File: src/rtl/core/pid_motor_speed_drive_defines.svh
// Assertion macros for the speed drive RTL.
// Depends on nothing; the including module provides i_clk and i_rst_n.
`ifndef PID_MOTOR_SPEED_DRIVE_DEFINES_SVH
`define PID_MOTOR_SPEED_DRIVE_DEFINES_SVH

// Same-cycle implication, disabled while reset is asserted.
`define PMSD_ASSERT_IMP(lbl, ante, cons) \
    lbl: assert property (@(posedge i_clk) disable iff (!i_rst_n) (ante) |-> (cons)) \
        else $error("pid_motor_speed_drive: same-cycle check failed");

// Next-cycle implication, disabled while reset is asserted.
`define PMSD_ASSERT_NXT(lbl, ante, cons) \
    lbl: assert property (@(posedge i_clk) disable iff (!i_rst_n) (ante) |=> (cons)) \
        else $error("pid_motor_speed_drive: next-cycle check failed");

`endif

File: src/rtl/core/pmsd_pkg.sv
// Constants and register codes of the motor speed drive.
// No dependencies; used by pmsd_div and pid_motor_speed_drive.
package pmsd_pkg;

    localparam int unsigned SPEED_PER_COUNT = 3142;   // 0.04793689962 in Q16.16
    localparam int unsigned PWM_PERIOD      = 14399;
    localparam int unsigned DIV_NUM_W       = 49;     // |diff| << 16
    localparam int unsigned DIV_DEN_W       = 24;     // time step width
    localparam logic [31:0] SPEED_UNLINKED  = 32'hFFFF_0000;

    typedef enum logic [3:0] {
        CFG_REF_SPEED  = 4'd0,
        CFG_GAIN_P     = 4'd1,
        CFG_GAIN_I     = 4'd2,
        CFG_GAIN_D     = 4'd3,
        CFG_INT_LIMIT  = 4'd4,
        CFG_RADIUS     = 4'd5,
        CFG_INVERT     = 4'd6,
        CFG_DOUBLE_CMP = 4'd7
    } t_cfg_idx;

endpackage

File: src/rtl/core/pmsd_div.sv
// Restoring unsigned divider, one quotient bit per cycle.
// Depends on pmsd_pkg for default widths.
module pmsd_div import pmsd_pkg::*; #(
    parameter int unsigned NUM_W = DIV_NUM_W,
    parameter int unsigned DEN_W = DIV_DEN_W
) (
    input  logic             i_clk,
    input  logic             i_rst_n,
    input  logic             i_start,
    input  logic [NUM_W-1:0] i_num,
    input  logic [DEN_W-1:0] i_den,
    output logic             o_busy,
    output logic [NUM_W-1:0] o_quot
);

    localparam int unsigned CNT_W = $clog2(NUM_W + 1);

    logic [NUM_W-1:0] r_num;
    logic [DEN_W-1:0] r_den;
    logic [DEN_W-1:0] r_rem;
    logic [CNT_W-1:0] r_cnt;
    logic             r_busy;

    logic [DEN_W:0]   w_sh;
    logic [DEN_W:0]   w_sub;
    logic             w_ge;

    assign w_sh  = {r_rem, r_num[NUM_W-1]};
    assign w_ge  = (w_sh >= {1'b0, r_den});
    assign w_sub = w_sh - {1'b0, r_den};

    always_ff @(posedge i_clk) begin
        if (!i_rst_n) begin
            r_busy <= 1'b0;
            r_cnt  <= '0;
        end else if (i_start) begin
            r_busy <= 1'b1;
            r_cnt  <= CNT_W'(NUM_W);
        end else if (r_busy) begin
            r_cnt <= r_cnt - 1'b1;
            if (r_cnt == CNT_W'(1)) begin
                r_busy <= 1'b0;
            end
        end
    end

    always_ff @(posedge i_clk) begin
        if (i_start) begin
            r_num <= i_num;
            r_den <= i_den;
            r_rem <= '0;
        end else if (r_busy) begin
            // shift the next quotient bit in as the dividend shifts out
            r_num <= {r_num[NUM_W-2:0], w_ge};
            r_rem <= w_ge ? w_sub[DEN_W-1:0] : w_sh[DEN_W-1:0];
        end
    end

    assign o_busy = r_busy;
    assign o_quot = r_num;

endmodule

File: config.mk
export PLATFORM = sky130hd
export DESIGN_NAME = pmsd_div
export DESIGN_NICKNAME = d
export VERILOG_FILES = /design/src/rtl/core/pid_motor_speed_drive_defines.svh /design/src/rtl/core/pmsd_pkg.sv /design/src/rtl/core/pmsd_div.sv
export SDC_FILE = /design/constraint.sdc
export NUM_CORES = 1
export LEC_CHECK = 0
export ABC_CLOCK_PERIOD_IN_PS = 3500
export BUFFER_PORTS_ARGS = -buffer_cell sky130_fd_sc_hd__buf_2
export CORE_MARGIN = 2
export CORE_UTILIZATION = 55
export DETAILED_ROUTE_END_ITERATION = 6
export PLACE_DENSITY_LB_ADDON = 0.12
export SLEW_MARGIN = 20
export SYNTH_ARGS = -nofsm -noshare
export SYNTH_HDL_FRONTEND = slang
export SYNTH_SLANG_ARGS = --single-unit
File: constraint.sdc
create_clock -name i_clk -period 3.5 [get_ports i_clk]
set_input_delay 0.175 -clock i_clk [delete_from_list [all_inputs] [get_ports i_clk]]
set_output_delay 0.175 -clock i_clk [all_outputs]
set_load 0.02 [all_outputs]
==> results.yml <==
status:
  status: "finished, final reports clean"
synthesis:
  yosys.area.top_type: "edfxtp_1"
  synth.most_common_cell: "edfxtp_1"
  ys_ff_latch: 104
  synthTopCellsByCount: "73 x edfxtp_1, 49 x mux2_2, 45 x nor2_1"
  synth_nets: 615
  netlist_area_um2: 5720
  synth_area_leaders: "edfxtp_1 38%, dfxtp_1 11%, mux2_2 9.6%, ha_1 5.7%, nor2_1 3.0%"
  synth.top_cell.area_share_pct: 38.3
  yosysUniqueCellTypes: 67
  seq_area_frac_synth_pct: 49.2
  synth_warnings: 0
  netlist_instances: 512
  synth-edff-count: 73
  ys.flop_type: "edfxtp_1"
  syn_avg_cell_area_um2: 11.2
  synth-async-reset-ratio_pct: 0
placement:
  place_congestion: 0.879
  io_buffers: 125
  hpwl_um: 8630
  pre_cts_ws_ns: 0.439
  dp.cells: 756
grt:
  grt_max_degree: 54
  track_usage_pct: 22.8
  grt_pass1_wl_um: 20400
  grt_overflow_total: 0
  grt_pass1_vias: 4250
  antenna_found_initial: 0
clock_tree:
  clockBufferDepth: 2
  clkTransAtPathRegs_ns: 0.10
  cts_sinks: 104
  cts_tree: "built"
  h-tree-depth: 3
  cts_setup_buffers: 0
  clock_latency_ns: 0.38
  root_buffer: "clkbuf_8"
  postCtsHoldBufs: 24
  cts_resized: 0
  cts_made_buffers: 9
finish:
  nNetsFinal: 758
  drive_above_1_share_pct: 31.2
  area_delta_synth_final_pct: 19.9
  instances_no_fill: 796
  fillers: 793
  finish.utilization_pct: 67.0
  diodes: 0
power:
  vdd_drop_max_mv: 0.303
  leakagePower_nw: 2.87
  p_total_w: 0.00289
  p_per_area_nw_per_um2: 421
critical_path:
  crit_required_ns: 3.78
  endpoint_kind: "register"
  crit_fanout: 16
  cp_slowest_cell: "or2_1"
  rrSetupSlack_ns: 0.42
  critical_path_buf_inv_count: 1
  arrival_ns: 3.36
  ff2ff_path_depth: 9
  critPathTopFamily: "compound AO/OA/AOI/OAI gates"
  slowest_delay_ns: 0.67
  start_kind: "register"
  path_cells: "inv_1 -> ha_1 -> nand2_1 -> o21ai_1 -> nor2_1 -> o211ai_1 -> or2_1 -> mux2_4 -> a21o_1"
  crit_type: "register to register"
  rr_endpoint: "r_rem[9]$_SDFFE_PP0P_"
  r2r-start: "r_den[12]$_DFFE_PP_"
sta:
  drv_slew: 0
  min_period_ns: 3.08
  finalSetupViolCount: 0
  rsz0062_at_grt: "no"
  final-hold-violation-count: 0
  timing.fmax_mhz: 324
  min_period_over_period_pct: 88.1
  layout_setup_ws_ns: 0.418
  slew_headroom_pct: 32.1
  clock_skew_ns: 0.0103
  tns_ns: 0
  worst_pin_slew_ns: 1.02
floorplanning:
  start_util_pct: 55.9
  ios: 126
  core_um2: 10200
  die_x_um: 106
  die-area_um2: 11200
  die_y_um: 106
  rows: 37
hold_path:
  hp-class: "input port to register"
  min_path_cells: 2
  hp-start: "i_rst_n"
  holdPathEnd: "r_cnt[5]$_SDFFE_PN0P_"
detailed_routing:
  drt_iter0_drc: 188
  dr.pass1.iters: 4
  drt-wirelength-per-cell_um: 15.5
  drcViolationCount: 0
  ant_nets: 0
  via_per_inst: 5.58
  vias: 4438
  drt_wl_total_um: 12300
job:
  cap_violations: 0
[worst register-to-register path, delay by kind of cell, from the launching register on]
family	cells	cell delay, ns
compound gates	3	0.98
simple gates	3	0.84
fa+ha+maj	1	0.42
mux	1	0.36
flops	1	0.33
buf+inv	1	0.04
[layout by cell type (no fill, tap or decap), types with 3 or more instances in the layout]
master and instances:
o2111ai_1 4, nor2_1 45, nand3_1 8, and3_1 4, o211ai_1 3, xor2_1 5, nor3b_1 5, dlygate4sd3_1 24
xnor2_1 11, or3_1 3, nand4_1 5, mux2i_1 9, a211oi_1 9, a311oi_1 7, nor3_1 6, inv_1 37
a21oi_1 26, and2_1 3, ha_1 26, clkbuf_8 10, o21a_1 9, nand2_1 27, a21o_1 7, a211o_1 3
o21ai_1 4, buf_2 124, a32oi_1 6, o21ai_0 14, nand2b_1 3, mux2_2 49, buf_4 6, dfxtp_1 31
edfxtp_1 73, nor2b_1 6
[kinds of logic (layout without fill, tap and decap cells)]
kind of cell,Yosys count,after routing,share of synthesized area [%]
mux,59,59,11.5
xor+xnor,16,16,2.45
compound gates,117,117,15.1
flops,104,104,49.2
buf+inv,60,208,4.44
fa+ha+maj,27,27,6.04
simple gates,129,129,11.3
[registers in the layout (all words and copies together) (netlist names)]
signal	flops
o_busy	1
r_den	24
r_rem	24
o_quot	49
r_cnt	6
[power breakdown]
group          internal, W  switching (W)
combinational     0.000298       0.000385
sequential         0.00144      0.0000566
clock             0.000281       0.000423
[worst max path at each step]
| stage | cells past startpoint | slack [ns] | startpoint | endpoint |
|---|---|---|---|---|
| after floorplan | 10 | 0.78 | o_quot[48]$_DFFE_PP_ | r_rem[16]$_SDFFE_PP0P_ |
| after global placement | 9 | 0.56 | r_den[12]$_DFFE_PP_ | r_rem[9]$_SDFFE_PP0P_ |
| after detailed placement | 9 | 0.44 | r_den[12]$_DFFE_PP_ | r_rem[9]$_SDFFE_PP0P_ |
| after CTS | 9 | 0.40 | r_den[12]$_DFFE_PP_ | r_rem[9]$_SDFFE_PP0P_ |
| after global routing | 9 | 0.16 | r_den[12]$_DFFE_PP_ | r_rem[9]$_SDFFE_PP0P_ |
| final | 9 | 0.42 | r_den[12]$_DFFE_PP_ | r_rem[9]$_SDFFE_PP0P_ |
[routing by layer]
layer | vias to the layer above | share of wire, % | global-route usage (%)
met5 | - | 0 | 0
met4 | 0 | 1.5 | 8.18
met3 | 13 | 6.9 | 5.52
met2 | 126 | 48 | 36.6
met1 | 2101 | 44 | 30.1
li1 | 2198 | - | -
[stage by stage]
step | hold WS (ns) | instance area [µm²]
final | 0.0573 | 6860
after floorplan | 0.274 | 5720
after CTS | 0.0381 | 6860
after global placement | 0.351 | 6440
after detailed placement | 0.354 | 6440
after global routing | 0.0466 | 6860
[layout make-up]
type / instances / area [µm²] / area share (%)
timing repair buffer: 154 / 906 / 13.2
inverter: 38 / 143 / 2.08
sequential: 104 / 2810 / 41.0
multi-input combinational: 348 / 2650 / 38.7
tap: 136 / 170 / 2.48
clock buffer: 12 / 145 / 2.12
clock inverter: 4 / 28.8 / 0.420
(Power assumes the default switching activity.)
